==> src/rtl/gdbd_pkg.sv <==
// Shared types, constants and calendar functions for the date-difference block.
package gdbd_pkg;

  // Field widths
  localparam int unsigned DAY_W  = 5;
  localparam int unsigned MON_W  = 4;
  localparam int unsigned YEAR_W = 14;
  localparam int unsigned CNT_W  = 22;
  // Serial day number of any 14-bit year fits in 23 bits
  localparam int unsigned SER_W  = 23;
  // Quotient of a 14-bit value by 100
  localparam int unsigned QUO_W  = 8;
  localparam int unsigned MUL_W  = 2 * YEAR_W;

  // Constant division by 100: multiply by the reciprocal, then shift
  localparam int unsigned RECIP_SHIFT = 20;
  localparam logic [YEAR_W-1:0] RECIP_100 = YEAR_W'(10486);
  localparam logic [YEAR_W-1:0] K_100     = YEAR_W'(100);
  localparam logic [YEAR_W-1:0] K_365     = YEAR_W'(365);

  localparam int unsigned MAX_YEAR = 9999;

  // Configuration register map
  localparam int unsigned PADDR_W = 3;
  localparam logic [PADDR_W-1:0] ADDR_COUNT_INCL = PADDR_W'(0);

  // Days from 1 January of year 0 to 1 January of year y (elaboration only)
  function automatic longint days_before_year(longint y);
    longint p;
    p = y - 1;
    if (y == 0) return 0;
    return 365 * y + 1 + p / 4 - p / 100 + p / 400;
  endfunction

  function automatic longint count_limit();
    longint lim;
    longint cmax;
    lim  = days_before_year(longint'(MAX_YEAR) + 1) + 1;
    cmax = (longint'(1) << CNT_W) - 1;
    return (lim < cmax) ? lim : cmax;
  endfunction

  // Largest count delivered: year range bound, clipped to the field width
  localparam logic [CNT_W+1:0] COUNT_LIMIT = (CNT_W+2)'(count_limit());

  // Days before the first of month m in a common year
  function automatic logic [8:0] month_start(logic [MON_W-1:0] m);
    logic [8:0] s;
    case (m)
      4'd1:    s = 9'd0;
      4'd2:    s = 9'd31;
      4'd3:    s = 9'd59;
      4'd4:    s = 9'd90;
      4'd5:    s = 9'd120;
      4'd6:    s = 9'd151;
      4'd7:    s = 9'd181;
      4'd8:    s = 9'd212;
      4'd9:    s = 9'd243;
      4'd10:   s = 9'd273;
      4'd11:   s = 9'd304;
      4'd12:   s = 9'd334;
      default: s = 9'd0;
    endcase
    return s;
  endfunction

  // Length of month m, February stretched in leap years
  function automatic logic [DAY_W-1:0] month_len(logic [MON_W-1:0] m, logic leap);
    logic [DAY_W-1:0] l;
    case (m)
      4'd2:                     l = leap ? 5'd29 : 5'd28;
      4'd4, 4'd6, 4'd9, 4'd11:  l = 5'd30;
      default:                  l = 5'd31;
    endcase
    return l;
  endfunction

  // Datapath operations issued by the controller
  typedef enum logic [3:0] {
    OP_NONE,
    OP_LOAD,
    OP_QY,
    OP_QP,
    OP_QP4,
    OP_REM,
    OP_Y365,
    OP_DBY,
    OP_SER,
    OP_FIN
  } op_e;

  typedef enum logic [3:0] {
    ST_IDLE,
    ST_QY,
    ST_QP,
    ST_QP4,
    ST_REM,
    ST_Y365,
    ST_DBY,
    ST_SER,
    ST_OUT
  } state_e;

  typedef struct packed {
    op_e  op;
    logic sel;   // 0: start date, 1: end date
  } cmd_t;

  typedef struct packed {
    logic out_busy;
  } sts_t;

endpackage

==> src/rtl/gdbd_in_if.sv <==
// Input channel: a pair of dates with valid/ready handshake.
interface gdbd_in_if;
  import gdbd_pkg::*;

  logic              valid;
  logic              ready;
  logic [DAY_W-1:0]  start_day;
  logic [MON_W-1:0]  start_month;
  logic [YEAR_W-1:0] start_year;
  logic [DAY_W-1:0]  end_day;
  logic [MON_W-1:0]  end_month;
  logic [YEAR_W-1:0] end_year;

  modport source (
    output valid, start_day, start_month, start_year, end_day, end_month, end_year,
    input  ready
  );
  modport sink (
    input  valid, start_day, start_month, start_year, end_day, end_month, end_year,
    output ready
  );
endinterface

==> src/rtl/gdbd_out_if.sv <==
// Output channel: day count and invalid flag with valid/ready handshake.
interface gdbd_out_if;
  import gdbd_pkg::*;

  logic             valid;
  logic             ready;
  logic [CNT_W-1:0] day_count;
  logic             invalid_date;

  modport source (output valid, day_count, invalid_date, input ready);
  modport sink (input valid, day_count, invalid_date, output ready);
endinterface

==> src/rtl/gdbd_ctrl.sv <==
// Controller: sequences the shared multiplier steps for both dates.
module gdbd_ctrl (
  input  logic           clk_i,
  input  logic           rst_ni,
  input  logic           in_valid_i,
  output logic           in_ready_o,
  input  gdbd_pkg::sts_t sts_i,
  output gdbd_pkg::cmd_t cmd_o
);
  import gdbd_pkg::*;

  state_e state_q, state_d;
  logic   sel_q, sel_d;

  // State register
  always_ff @(posedge clk_i or negedge rst_ni) begin
    if (!rst_ni) begin
      state_q <= ST_IDLE;
      sel_q   <= 1'b0;
    end else begin
      state_q <= state_d;
      sel_q   <= sel_d;
    end
  end

  // Next state and commands
  always_comb begin
    state_d    = state_q;
    sel_d      = sel_q;
    cmd_o.op   = OP_NONE;
    cmd_o.sel  = sel_q;
    in_ready_o = 1'b0;
    case (state_q)
      ST_IDLE: begin
        in_ready_o = 1'b1;
        if (in_valid_i) begin
          cmd_o.op = OP_LOAD;
          sel_d    = 1'b0;
          state_d  = ST_QY;
        end
      end
      ST_QY: begin
        cmd_o.op = OP_QY;
        state_d  = ST_QP;
      end
      ST_QP: begin
        cmd_o.op = OP_QP;
        state_d  = ST_QP4;
      end
      ST_QP4: begin
        cmd_o.op = OP_QP4;
        state_d  = ST_REM;
      end
      ST_REM: begin
        cmd_o.op = OP_REM;
        state_d  = ST_Y365;
      end
      ST_Y365: begin
        cmd_o.op = OP_Y365;
        state_d  = ST_DBY;
      end
      ST_DBY: begin
        cmd_o.op = OP_DBY;
        state_d  = ST_SER;
      end
      ST_SER: begin
        cmd_o.op = OP_SER;
        // second pass for the end date, then finish
        if (!sel_q) begin
          sel_d   = 1'b1;
          state_d = ST_QY;
        end else begin
          state_d = ST_OUT;
        end
      end
      ST_OUT: begin
        // wait until the output register is free
        if (!sts_i.out_busy) begin
          cmd_o.op = OP_FIN;
          state_d  = ST_IDLE;
        end
      end
      default: state_d = ST_IDLE;
    endcase
  end

endmodule

==> src/rtl/gdbd_dp.sv <==
// Datapath: serial day numbers through one shared multiplier, then the difference.
module gdbd_dp (
  input  logic                          clk_i,
  input  logic                          rst_ni,
  input  gdbd_pkg::cmd_t                cmd_i,
  output gdbd_pkg::sts_t                sts_o,
  input  logic [gdbd_pkg::DAY_W-1:0]    start_day_i,
  input  logic [gdbd_pkg::MON_W-1:0]    start_month_i,
  input  logic [gdbd_pkg::YEAR_W-1:0]   start_year_i,
  input  logic [gdbd_pkg::DAY_W-1:0]    end_day_i,
  input  logic [gdbd_pkg::MON_W-1:0]    end_month_i,
  input  logic [gdbd_pkg::YEAR_W-1:0]   end_year_i,
  input  logic                          count_incl_i,
  output logic                          out_valid_o,
  input  logic                          out_ready_i,
  output logic [gdbd_pkg::CNT_W-1:0]    day_count_o,
  output logic                          invalid_date_o
);
  import gdbd_pkg::*;

  // Captured dates, index 0 start, 1 end
  logic [DAY_W-1:0]  day_q  [2];
  logic [MON_W-1:0]  mon_q  [2];
  logic [YEAR_W-1:0] year_q [2];

  // Intermediate results for the date in work
  logic [QUO_W-1:0]  qy_q, qp_q, q4_q;
  logic              rem_nz_q;
  logic [SER_W-1:0]  y365_q;
  logic [SER_W-1:0]  dby_q;
  logic              leap_q;

  // Per-date results
  logic [SER_W-1:0]  ser_q [2];
  logic              ok_q  [2];

  // Output register
  logic              out_valid_q, out_valid_d;
  logic [CNT_W-1:0]  cnt_q;
  logic              inv_q;

  logic [DAY_W-1:0]  d;
  logic [MON_W-1:0]  m;
  logic [YEAR_W-1:0] y, p;
  logic [YEAR_W-1:0] mul_a, mul_b;
  logic [MUL_W-1:0]  prod;
  logic              leap_d;
  logic [SER_W-1:0]  dby_d;
  logic [SER_W-1:0]  ser_d;
  logic              ok_d;
  logic [SER_W-1:0]  diff;
  logic [CNT_W+1:0]  cnt_raw;
  logic [CNT_W+1:0]  cnt_sat;

  assign d = day_q[cmd_i.sel];
  assign m = mon_q[cmd_i.sel];
  assign y = year_q[cmd_i.sel];
  assign p = y - YEAR_W'(1);

  // Shared multiplier operand select
  always_comb begin
    mul_a = y;
    mul_b = RECIP_100;
    case (cmd_i.op)
      OP_QP:   mul_a = p;
      OP_QP4:  mul_a = {2'b00, p[YEAR_W-1:2]};
      OP_REM: begin
        mul_a = {{(YEAR_W-QUO_W){1'b0}}, qy_q};
        mul_b = K_100;
      end
      OP_Y365: mul_b = K_365;
      default: mul_b = RECIP_100;
    endcase
  end
  assign prod = mul_a * mul_b;

  // Leap year: divisible by 4 and not by 100, or by 400 (quotient by 100 divisible by 4)
  assign leap_d = (y[1:0] == 2'b00 && rem_nz_q) || (!rem_nz_q && qy_q[1:0] == 2'b00);

  // Days before the year; year 0 starts the count
  assign dby_d = (y == '0) ? '0 :
                 y365_q + SER_W'(1) + SER_W'(p[YEAR_W-1:2]) - SER_W'(qp_q) + SER_W'(q4_q);

  // Serial day and range check of the date
  assign ok_d  = (m >= 4'd1) && (m <= 4'd12) && (d != '0) && (d <= month_len(m, leap_q));
  assign ser_d = dby_q + SER_W'(month_start(m)) + SER_W'(d) - SER_W'(1)
                 + SER_W'((m > 4'd2) && leap_q);

  // Difference, inclusive adjust and saturation
  assign diff    = (ser_q[0] < ser_q[1]) ? (ser_q[1] - ser_q[0]) : '0;
  assign cnt_raw = (CNT_W+2)'(diff) + (CNT_W+2)'(count_incl_i);
  assign cnt_sat = (cnt_raw > COUNT_LIMIT) ? COUNT_LIMIT : cnt_raw;

  // Payload registers
  always_ff @(posedge clk_i) begin
    case (cmd_i.op)
      OP_LOAD: begin
        day_q[0]  <= start_day_i;
        mon_q[0]  <= start_month_i;
        year_q[0] <= start_year_i;
        day_q[1]  <= end_day_i;
        mon_q[1]  <= end_month_i;
        year_q[1] <= end_year_i;
      end
      OP_QY:   qy_q     <= prod[RECIP_SHIFT +: QUO_W];
      OP_QP:   qp_q     <= prod[RECIP_SHIFT +: QUO_W];
      OP_QP4:  q4_q     <= prod[RECIP_SHIFT +: QUO_W];
      OP_REM:  rem_nz_q <= (prod[YEAR_W-1:0] != y);
      OP_Y365: y365_q   <= prod[SER_W-1:0];
      OP_DBY: begin
        dby_q  <= dby_d;
        leap_q <= leap_d;
      end
      OP_SER: begin
        ser_q[cmd_i.sel] <= ser_d;
        ok_q[cmd_i.sel]  <= ok_d;
      end
      OP_FIN: begin
        if (ok_q[0] && ok_q[1]) begin
          cnt_q <= cnt_sat[CNT_W-1:0];
          inv_q <= 1'b0;
        end else begin
          cnt_q <= '0;
          inv_q <= 1'b1;
        end
      end
      default: ;
    endcase
  end

  // Output word valid: set on finish, cleared when taken
  always_comb begin
    out_valid_d = out_valid_q;
    if (out_valid_q && out_ready_i) out_valid_d = 1'b0;
    if (cmd_i.op == OP_FIN) out_valid_d = 1'b1;
  end

  always_ff @(posedge clk_i or negedge rst_ni) begin
    if (!rst_ni) begin
      out_valid_q <= 1'b0;
    end else begin
      out_valid_q <= out_valid_d;
    end
  end

  assign sts_o.out_busy = out_valid_q;
  assign out_valid_o    = out_valid_q;
  assign day_count_o    = cnt_q;
  assign invalid_date_o = inv_q;

endmodule

==> src/rtl/gregorian_days_between_dates.sv <==
// Top level of the Gregorian days-between-dates block.
// Takes a word of two dates and returns the days from the first to the second
// (0 when the first is not earlier, plus one when count_inclusive is set),
// or invalid_date with a count of 0 when a day or month is out of range.
// Counts are clipped to the days in years 0..MAX_YEAR plus one. Each date is
// turned into a serial day number by a fixed sequence of seven steps through a
// single shared 14x14 multiplier (divisions by 100 by reciprocal, remainder,
// times 365, then two adds); the result register is loaded once both dates are
// through and the output register is free, and a new word is accepted only
// after the last one has been loaded into it. A result waiting in the output
// register does not stop the next word from being accepted.
// count_inclusive sits at byte address 0 of the APB port.
module gregorian_days_between_dates (
  input  logic                           clk_i,
  input  logic                           rst_ni,
  gdbd_in_if.sink                        in_i,
  gdbd_out_if.source                     out_o,
  input  logic                           psel,
  input  logic                           penable,
  input  logic                           pwrite,
  input  logic [gdbd_pkg::PADDR_W-1:0]   paddr,
  input  logic [31:0]                    pwdata,
  output logic [31:0]                    prdata,
  output logic                           pready
);
  import gdbd_pkg::*;

  logic count_incl_q;
  cmd_t cmd;
  sts_t sts;

  // Configuration register
  assign pready = 1'b1;

  always_ff @(posedge clk_i or negedge rst_ni) begin
    if (!rst_ni) begin
      count_incl_q <= 1'b0;
    end else if (psel && penable && pwrite && paddr == ADDR_COUNT_INCL) begin
      count_incl_q <= pwdata[0];
    end
  end

  assign prdata = (paddr == ADDR_COUNT_INCL) ? {31'd0, count_incl_q} : 32'd0;

  gdbd_ctrl u_ctrl (
    .clk_i      (clk_i),
    .rst_ni     (rst_ni),
    .in_valid_i (in_i.valid),
    .in_ready_o (in_i.ready),
    .sts_i      (sts),
    .cmd_o      (cmd)
  );

  gdbd_dp u_dp (
    .clk_i          (clk_i),
    .rst_ni         (rst_ni),
    .cmd_i          (cmd),
    .sts_o          (sts),
    .start_day_i    (in_i.start_day),
    .start_month_i  (in_i.start_month),
    .start_year_i   (in_i.start_year),
    .end_day_i      (in_i.end_day),
    .end_month_i    (in_i.end_month),
    .end_year_i     (in_i.end_year),
    .count_incl_i   (count_incl_q),
    .out_valid_o    (out_o.valid),
    .out_ready_i    (out_o.ready),
    .day_count_o    (out_o.day_count),
    .invalid_date_o (out_o.invalid_date)
  );

endmodule

==> src/flat_wrapper.sv <==
// flat-port wrapper written by rule: the top's interface ports become plain ports
module gregorian_days_between_dates_flat import gdbd_pkg::*;
  (clk_i, rst_ni, psel, penable, pwrite, paddr, pwdata, prdata, pready, in_i_valid, in_i_start_day, in_i_start_month, in_i_start_year, in_i_end_day, in_i_end_month, in_i_end_year, in_i_ready, out_o_valid, out_o_day_count, out_o_invalid_date, out_o_ready);
  gdbd_in_if in_i_i ();
  gdbd_out_if out_o_i ();
  input  logic clk_i;
  input  logic rst_ni;
  input  logic psel;
  input  logic penable;
  input  logic pwrite;
  input  logic [gdbd_pkg::PADDR_W-1:0] paddr;
  input  logic [31:0] pwdata;
  output logic [31:0] prdata;
  output logic pready;
  input wire logic [$bits(in_i_i.valid)-1:0] in_i_valid;
  input wire logic [$bits(in_i_i.start_day)-1:0] in_i_start_day;
  input wire logic [$bits(in_i_i.start_month)-1:0] in_i_start_month;
  input wire logic [$bits(in_i_i.start_year)-1:0] in_i_start_year;
  input wire logic [$bits(in_i_i.end_day)-1:0] in_i_end_day;
  input wire logic [$bits(in_i_i.end_month)-1:0] in_i_end_month;
  input wire logic [$bits(in_i_i.end_year)-1:0] in_i_end_year;
  output wire logic [$bits(in_i_i.ready)-1:0] in_i_ready;
  output wire logic [$bits(out_o_i.valid)-1:0] out_o_valid;
  output wire logic [$bits(out_o_i.day_count)-1:0] out_o_day_count;
  output wire logic [$bits(out_o_i.invalid_date)-1:0] out_o_invalid_date;
  input wire logic [$bits(out_o_i.ready)-1:0] out_o_ready;
  assign in_i_i.valid = in_i_valid;
  assign in_i_i.start_day = in_i_start_day;
  assign in_i_i.start_month = in_i_start_month;
  assign in_i_i.start_year = in_i_start_year;
  assign in_i_i.end_day = in_i_end_day;
  assign in_i_i.end_month = in_i_end_month;
  assign in_i_i.end_year = in_i_end_year;
  assign in_i_ready = in_i_i.ready;
  assign out_o_valid = out_o_i.valid;
  assign out_o_day_count = out_o_i.day_count;
  assign out_o_invalid_date = out_o_i.invalid_date;
  assign out_o_i.ready = out_o_ready;
  gregorian_days_between_dates u_core (.clk_i(clk_i), .rst_ni(rst_ni), .in_i(in_i_i), .out_o(out_o_i), .psel(psel), .penable(penable), .pwrite(pwrite), .paddr(paddr), .pwdata(pwdata), .prdata(prdata), .pready(pready));
endmodule
==> config.mk <==
export PLATFORM = sky130hd
export DESIGN_NAME = gregorian_days_between_dates_flat
export DESIGN_NICKNAME = d
export VERILOG_FILES = /design/src/rtl/gdbd_pkg.sv /design/src/rtl/gdbd_in_if.sv /design/src/rtl/gdbd_out_if.sv /design/src/rtl/gdbd_ctrl.sv /design/src/rtl/gdbd_dp.sv /design/src/rtl/gregorian_days_between_dates.sv /design/src/flat_wrapper.sv
export SDC_FILE = /design/constraint.sdc
export NUM_CORES = 1
export LEC_CHECK = 0
export BUFFER_PORTS_ARGS = -buffer_cell sky130_fd_sc_hd__buf_2
export CAP_MARGIN = 0
export CORE_ASPECT_RATIO = 1.1
export CORE_UTILIZATION = 44
export DETAILED_ROUTE_END_ITERATION = 8
export PLACE_DENSITY = 0.59
export SLEW_MARGIN = 20
export SYNTH_ARGS = -nofsm -noshare
export SYNTH_HDL_FRONTEND = slang
export SYNTH_SLANG_ARGS = --single-unit
==> constraint.sdc <==
create_clock -name clk_i -period 12.2 [get_ports clk_i]
set_input_delay 3.66 -clock clk_i [delete_from_list [all_inputs] [get_ports clk_i]]
set_output_delay 3.66 -clock clk_i [all_outputs]
set_load 0.005 [all_outputs]
; Word-level counts from Yosys, hierarchy flattened
; Memory sizes are Yosys's and may differ from the RTL's.
; Index checks and enable logic that the tools add are counted.
; W data, S select, Z words.
[word_totals]
register_bits = 102
mem_bits_rw = 94
mem_bits_ro = 144
inputBits = 88
output_inout_bits = 58
wordCells = 113
memories = 6
[mem_list]
columns = name, words, width, rd, rd_ports_with_merged_regs, write_ports, line_no
row1 = (name not given), 16, 9, 1, 0, 0, gdbd_pkg.sv:49  ; case (m)
row2 = u_core.u_dp.ser_q, 2, 23, 2, 0, 1, gdbd_dp.sv:34  ; logic [SER_W-1:0] ser_q [2];
row3 = u_core.u_dp.year_q, 2, 14, 1, 0, 2, gdbd_dp.sv:24  ; logic [YEAR_W-1:0] year_q [2];
row4 = u_core.u_dp.day_q, 2, 5, 1, 0, 2, gdbd_dp.sv:22  ; logic [DAY_W-1:0] day_q [2];
row5 = u_core.u_dp.mon_q, 2, 4, 1, 0, 2, gdbd_dp.sv:23  ; logic [MON_W-1:0] mon_q [2];
row6 = u_core.u_dp.ok_q, 2, 1, 2, 0, 1, gdbd_dp.sv:35  ; logic ok_q [2];
[classes]
add_sub_neg = 11
n_mul = 1
magnitude_cmp = 6
n_eq_ne = 25
n_mux = 24
n_bitwise = 1
reduce_logical = 25
[ops]
columns = operator, n
row1 = $pmux W4 S9, 2
row2 = $pmux W14 S3, 1
row3 = $eq A4 B3 Y1 const B, 10
row4 = $mul A14 B14 Y28, 1
row5 = $pmux W14 S2, 1
row6 = $add A23 B1 Y24, 1
row7 = $gt A24 B22 Y1 const B, 1
row8 = $add A23 B1 Y23, 1
row9 = $add A23 B1 Y23 const B, 1
row10 = $add A23 B12 Y23, 1
row11 = $add A23 B5 Y23, 1
row12 = $add A23 B8 Y23, 1
row13 = $add A23 B9 Y23, 1
row14 = $lt A23 B23 Y1, 1
row15 = $mux W23, 1
row16 = $sub A23 B1 Y23 const B, 1
row17 = $sub A23 B23 Y23, 1
row18 = $sub A23 B8 Y23, 1
row19 = $mux W22, 1
row20 = $eq A4 B2 Y1 const B, 5
row21 = $eq A4 B4 Y1 const B, 5
row22 = $mux W4, 4
row23 = $logic_not A14 Y1, 1
row24 = $ne A14 B14 Y1, 1
row25 = 22 further kinds, 48

; Longest topological paths before layout
; Gate-level depths: netlist of the first run.
[depth]
ltp_word = 6
depth_mapped = 36
depth_no_buf = 35

; By module
; A second synthesis of the first run with hierarchy kept.
[unflattened]
cells_unflattened = 1889
hier_area_um2 = 18933.2
[by_module_without_submodules]
columns = mod, instances, cells_per_inst, area_per_inst_um2, seq_area_each_um2
row1 = gdbd_dp, 1, 1817, 18297.5, 5700.5
row2 = gdbd_ctrl, 1, 33, 327.8, 125.1
row3 = gregorian_days_between_dates, 1, 39, 307.8, 25.0

; Worst setup path after synthesis of the first run
; Ideal clock, no wire load.
[synth_timing]
path_kind = register to register
startpoint = register u_core.u_ctrl.sel_q
endpoint = register u_core.u_dp.q4_q[7], data pin
setup_ps = 269
arrival_ps = 8419
t_required_ps = 11931
path_slack_ps = 3512
path_stages_with_launch = 35
n_path_buf = 1
synth_period_minus_slack_ps = 8688
path_cell_list = dfrtp_1 -> buf_1 -> mux2i_1 -> ha_1 -> nand3_1 -> nor3_1 -> nand2_1 -> xnor2_1 -> nor2_1 -> a221oi_1 -> inv_1 -> nand2_1 -> inv_1 -> fa_1 -> inv_1 -> fa_1 -> inv_1 -> fa_1 -> fa_1 -> fa_1 -> inv_1 -> fa_1 -> inv_1 -> ha_1 -> and4_1 -> a211oi_1 -> o21ai_0 -> a41oi_1 -> a21boi_0 -> a2111oi_0 -> nor2_1 -> nand4_1 -> nand4b_1 -> a21oi_1 -> xnor2_1
[synth_via]
elab_chain_len = 4
[synth_rtl]
columns = element, line_no
row1 = "start, declared", gdbd_ctrl.sv:13  ; logic sel_q, sel_d;
row2 = "start signal, assigned", gdbd_ctrl.sv:22  ; sel_q <= sel_d;
row3 = $mem_v2 Z2 W14 *, -
row4 = $sub A14 B1 Y14, gdbd_dp.sv:58  ; assign p = y - YEAR_W'(1);
row5 = $pmux W14 S3 *, gdbd_dp.sv:64  ; case (cmd_i.op)
row6 = $mul A14 B14 Y28 *, gdbd_dp.sv:75  ; assign prod = mul_a * mul_b;
row7 = via u_core.u_dp.prod[27], gdbd_dp.sv:46  ; logic [MUL_W-1:0] prod;
row8 = "end signal, assigned", gdbd_dp.sv:107  ; OP_QP4: q4_q <= prod[RECIP_SHIFT +: QUO_W];
row9 = "end, declared", gdbd_dp.sv:27  ; logic [QUO_W-1:0] qy_q, qp_q, q4_q;
; The timed path passes the listed nets; every way through them passes the cells marked *.
; A chain may end at the register's enable or synchronous reset.

; Worst setup path in the final report of the first run
[layout_timing]
startpoint = register u_core.u_ctrl.sel_q
endpoint = register u_core.u_dp.q4_q[5], data pin
; Same word-level chain as after synthesis.

==> results.json, run 1 <==
{
  "status": "finished clean",
  "end_kind": "register",
  "synth_mux_area_frac": 0.0191,
  "synth_top_cells_by_count": "inv_1, ha_1, edfxtp_1",
  "cp_max_fo": 20,
  "clkLatencyLatePin_ns": 0.46,
  "critPathLaunchType": "register",
  "synth_top_family_by_area": "adder cells",
  "synth.distinct_cells": 95,
  "fin_setup_tns_ns": 0,
  "htree_levels": 4,
  "setup_viol": 0,
  "wire_per_inst_um": 15.2,
  "clk_pin_slew_ns": 0.08,
  "cts_buffers": 17,
  "hold_violations": 0,
  "top_layer_used": "met4",
  "syn2layout_area_growth_pct": 8.13,
  "slowest_delay_ns": 0.96,
  "period_needed_ns": 10.72,
  "slowest_stage": "dfrtp_1",
  "num_vias": 12700,
  "drtAntennaViolNets": 0,
  "clock-sinks": 196,
  "placed_cells": 2451,
  "cts_hold_buf": 0,
  "tritoncts": "yes",
  "grt_first_pass_wirelength_um": 62100,
  "first_pass_iters": 5,
  "seq_area_frac_synth": 0.315,
  "n_antenna_cell": 0,
  "num-nets-final": 2362,
  "slew_headroom": 0.256,
  "grt_pass1_vias": 12900,
  "die_w_um": 198,
  "synth-compound-area-share": 0.115,
  "dp.final_hpwl_um": 31400,
  "synth-simple-area-share": 0.108,
  "initial_utilization": 0.449,
  "grt_max_degree": 47,
  "crit_type": "register to register",
  "cts_buffer_depth": 2,
  "dieArea_mm2": 0.0430,
  "worstMarginPinSlew_ns": 1.11,
  "synthAdderAreaFrac": 0.295,
  "antenna_found_initial": 0,
  "synth_top_area_share": 0.306,
  "synthFlopType": "edfxtp_1",
  "synth_top_cell_by_area": "edfxtp_1",
  "port_buffers": 82,
  "m1WireLength_um": 15700,
  "min_path_cells": 1,
  "cts_resized": 0,
  "reg2reg_depth": 32,
  "place.gp.congestion": 0.851,
  "wl_met2_um": 19900,
  "yosysMostFrequentCell": "inv_1",
  "clock-root-buffer": "clkbuf_16",
  "ios": 146,
  "critPathRequiredTime_ns": 12.38,
  "cts_setup_buffers": 0,
  "period_share": 0.879,
  "drc": 0,
  "track_usage": 0.183,
  "drv_cap": 0,
  "syn_area_mm2": 0.0186,
  "worstPathArrival_ns": 10.91,
  "rsz0062_at_grt": "no",
  "row_count": 78,
  "finClkSkew_ns": 0.0191,
  "die_h_um": 217,
  "synthArstFlopShare": 0.0357,
  "synth_area_per_cell_um2": 10.1,
  "final_area_mm2": 0.0201,
  "grt_overflow": 0,
  "place_area_mm2": 0.0195,
  "ys_warn_count": 0,
  "max_freq_ghz": 0.0932,
  "dr_wl_met3_um": 946,
  "synth_area_leaders": "edfxtp_1, ha_1, fa_1",
  "syn_inst": 1834,
  "routed_wl_um": 37700,
  "drive_gt1_frac": 0.0863,
  "synthXorXnorAreaFrac": 0.0578,
  "instances_no_fill": 2483,
  "fp.coreArea_mm2": 0.0414,
  "hp-class": "register to register",
  "via_per_inst": 5.12,
  "drt_iter0_markers": 670,
  "ys_ff_latch": 196,
  "synth-edff-count": 189,
  "slew_viol_final": 0
}
==> critical path, delay by kind of cell (launching register included) <==
family                   cells  cell delay, ns
AO/OA/AOI/OAI                8            2.69
XOR/XNOR                     2            0.60
adder cells (fa/ha/maj)      8            3.70
buffers and inverters        6            0.56
flip-flops                   1            0.96
multiplexers                 1            0.59
AND/OR/NAND/NOR              7            1.32
==> sequential cells by signal (all words and copies together) (netlist names) <==
register,flops
u_core.u_dp.out_valid_o,1
u_core.u_dp.ser_q,46
u_core.u_dp.year_q,28
u_core.u_ctrl.sel_q,1
u_core.u_dp.day_count_o,22
u_core.u_dp.leap_q,1
u_core.u_dp.q4_q,8
u_core.u_dp.mon_q,8
u_core.u_dp.ok_q,2
u_core.u_ctrl.state_q,4
u_core.count_incl_q,1
u_core.u_dp.qy_q,8
u_core.u_dp.qp_q,8
u_core.u_dp.y365_q,23
u_core.u_dp.rem_nz_q,1
u_core.u_dp.day_q,10
u_core.u_dp.invalid_date_o,1
u_core.u_dp.dby_q,23
==> per-layer routing <==
layer,GRT usage,vias up
met4,0.0680,0
li1,-,6397
met2,0.339,201
met5,0,-
met1,0.211,6049
met3,0.0251,60
==> final timing paths <==
check | slack, ns | end | from
max | 1.48 | u_core.u_dp.q4_q[5] | u_core.u_ctrl.sel_q
min | 0.55 | u_core.count_incl_q | u_core.count_incl_q
max reg2reg | 1.48 | u_core.u_dp.q4_q[5] | u_core.u_ctrl.sel_q
min reg2reg | 0.55 | u_core.count_incl_q | u_core.count_incl_q
max in group asynchronous | 8.94 | u_core.count_incl_q | rst_ni
min in group asynchronous | 3.06 | u_core.u_ctrl.state_q[1] | rst_ni
==> cells by family (layout without fill, tap and decap cells) <==
kind of cell | Yosys count | in the layout
mux | 35 | 35
other cells | 2 | 32
fa+ha+maj | 364 | 364
simple gates | 411 | 411
compound gates | 301 | 301
xor+xnor | 120 | 120
flops | 196 | 196
buf+inv | 405 | 464
==> area by class of cell <==
class / count / area (µm²)
fillers: 3898 / 21300
multi-input cells: 1263 / 11200
flip-flops and latches: 196 / 5850
inverters: 341 / 1280
well taps: 560 / 701
repair buffers: 91 / 482
clock buffers: 19 / 433
clock inverters: 13 / 140
==> layout by cell type, fill, tap and decap left out, types with 6 or more instances in the layout <==
master     count
conb_1        32
o21a_1        14
xor2_1        40
a31oi_1       11
and2_1         9
buf_4          8
nor3b_1        6
and3_1        15
inv_1        340
nand4_1       16
a21oi_1       78
o21bai_1       9
or3_1         12
a21o_1        18
fa_1         123
o2111ai_1      6
nor3_1        40
nor2_1       115
o31ai_1        9
nand3_1       37
xnor2_1       77
o21ai_0       44
dfrtp_1        7
a211o_1        6
mux2i_1       32
nand2b_1       9
nor2b_1       14
o211ai_1       6
a21boi_0       7
buf_2         82
ha_1         241
a211oi_1      12
nand2_1      106
clkbuf_16     17
edfxtp_1     189
==> metrics by stage <==
stage,utilization,setup slack [ns],hold slack (ns)
after floorplan,-,3.51,0.500
final,0.485,1.48,0.549
after CTS,0.485,1.48,0.559
after global routing,0.485,0.810,0.565
after detailed placement,0.471,1.52,0.547
after global placement,0.471,1.72,0.535
Power of run 1 is left out: the tool's default activity adds up to more than one toggle a clock period on the data nets, which glitch-free logic cannot reach.
==> run 2: changes to the inputs <==
--- a/config.mk
+++ b/config.mk
@@ -5,7 +5,7 @@
 export SDC_FILE = /design/constraint.sdc
 export NUM_CORES = 1
 export LEC_CHECK = 0
-export BUFFER_PORTS_ARGS = -buffer_cell sky130_fd_sc_hd__buf_2
+export BUFFER_PORTS_ARGS = -buffer_cell sky130_fd_sc_hd__buf_4
 export CAP_MARGIN = 0
 export CORE_ASPECT_RATIO = 1.1
 export CORE_UTILIZATION = 44
==> run 2 against run 1 <==
Against the previous run:
- die area did not move
- clock-buffer cell count fell by 1
- final area rose by 1.2%
- global-route usage fell by 0.084 points
- hold slack got worse by 0.0023 ns
- largest cell class unchanged
- routed wire length rose by 0.27%
- highest routed layer unchanged
==> results.json, run 2 (synthesized netlist as in run 1, its figures left out) <==
{
  "row_count": 78,
  "reg2reg_depth": 33,
  "critPathRequiredTime_ns": 12.40,
  "end_kind": "register",
  "n_antenna_cell": 0,
  "min_from": "u_core.count_incl_q",
  "die_h_um": 217,
  "cts_buffers": 17,
  "port_buffers": 82,
  "clk_pin_slew_ns": 0.08,
  "tritoncts": "yes",
  "crit_type": "register to register",
  "grt_first_pass_wirelength_um": 61600,
  "initial_utilization": 0.449,
  "top_regs": "u_core.u_dp.ser_q (46), u_core.u_dp.year_q (28)",
  "dieArea_mm2": 0.0430,
  "largest_register_ff_count": 46,
  "setup_viol": 0,
  "critPathLaunchType": "register",
  "hold_violations": 0,
  "rr_startpoint": "u_core.u_ctrl.sel_q",
  "final_common_cell": "inv_1",
  "finClkSkew_ns": 0.0150,
  "rsz0062_at_grt": "no",
  "cp_max_fo": 20,
  "busiest_layer": "met2",
  "cp_num_buf_inv": 6,
  "grt_use_met3": 0.0210,
  "num-nets-final": 2362,
  "period_needed_ns": 10.63,
  "grt_pass1_vias": 12700,
  "num_vias": 12700,
  "first_pass_iters": 5,
  "cts_setup_buffers": 0,
  "min_path_cells": 1,
  "routed_wl_um": 37800,
  "place.gp.congestion": 0.855,
  "worstPathArrival_ns": 10.83,
  "grt_overflow": 0,
  "antenna_found_initial": 0,
  "cts_resized": 0,
  "worstMarginPinSlew_ns": 1.09,
  "r2r_slack_ns": 1.57,
  "clock-sinks": 196,
  "top_register": "u_core.u_dp.ser_q",
  "clock-root-buffer": "clkbuf_16",
  "htree_levels": 4,
  "slowest_delay_ns": 0.96,
  "max_freq_ghz": 0.0941,
  "track_usage": 0.182,
  "drive_gt1_frac": 0.0868,
  "clkLatencyLatePin_ns": 0.46,
  "hp-class": "register to register",
  "dp.final_hpwl_um": 31400,
  "ios": 146,
  "drt_iter0_markers": 543,
  "most-common-layout-cells": "inv_1, ha_1, edfxtp_1",
  "fp.coreArea_mm2": 0.0414,
  "status": "finished clean",
  "cts_hold_buf": 0,
  "grtUsageMet1": 0.212,
  "via_per_inst": 5.13,
  "worstReg2RegEnd": "u_core.u_dp.q4_q[7]",
  "wire_per_inst_um": 15.2,
  "critPathTopFamily": "adder cells",
  "drtAntennaViolNets": 0,
  "slew_viol_final": 0,
  "period_share": 0.871,
  "drv_cap": 0,
  "cts_buffer_depth": 2,
  "drc": 0,
  "slew_headroom": 0.271,
  "syn2layout_area_growth_pct": 9.46,
  "fin_setup_tns_ns": 0,
  "slowest_stage": "dfrtp_1",
  "grt_max_degree": 47,
  "use_met2": 0.330,
  "die_w_um": 198,
  "hold_end": "u_core.count_incl_q"
}
==> run 2: changes by cell type in the layout (fill, tap and decap cells not counted), sizes merged <==
cell    delta
clkinv     -2
clkbuf     -1
bufinv     +2
inv        +1
==> run 2: final cells by class <==
cell class	instances	area, µm²
Sequential cell	196	5850
Clock buffer	18	429
Clock inverter	14	186
Timing Repair Buffer	91	687
Multi-Input combinational cell	1263	11200
Tap cell	560	701
Fill cell	3916	21100
Inverter	341	1280
==> run 2: how the worst max path moves through the flow <==
stage                         from             endpoint  cells after the start
2_1_floorplan  u_core.u_ctrl.sel_q  u_core.u_dp.q4_q[7]                     34
3_3_place_gp   u_core.u_ctrl.sel_q  u_core.u_dp.qy_q[7]                     33
3_5_place_dp   u_core.u_ctrl.sel_q  u_core.u_dp.qy_q[5]                     32
4_1_cts        u_core.u_ctrl.sel_q  u_core.u_dp.q4_q[7]                     33
5_1_grt        u_core.u_ctrl.sel_q  u_core.u_dp.q4_q[5]                     32
6_report       u_core.u_ctrl.sel_q  u_core.u_dp.q4_q[7]                     33
==> run 2: per-stage QoR <==
| stage | instances | instance area [µm²] | hold slack, ns | setup WS, ns | util |
|---|---|---|---|---|---|
| 2_1_floorplan | 1864 | 18700 | 0.500 | 3.51 | - |
| 3_3_place_gp | 2450 | 19700 | 0.537 | 1.66 | 0.476 |
| 3_5_place_dp | 2451 | 19700 | 0.534 | 1.57 | 0.476 |
| 4_1_cts | 2483 | 20300 | 0.550 | 1.53 | 0.491 |
| 5_1_grt | 2483 | 20300 | 0.587 | 0.819 | 0.491 |
| 6_report | 2483 | 20300 | 0.546 | 1.57 | 0.491 |
==> run 2: per-layer routing <==
layer | part of all wire | vias to the layer above
met5 | 0 | -
met4 | 0.039 | 0
met3 | 0.023 | 64
met2 | 0.51 | 212
met1 | 0.42 | 6082
li1 | - | 6385
Power of run 2 is left out for the same reason.
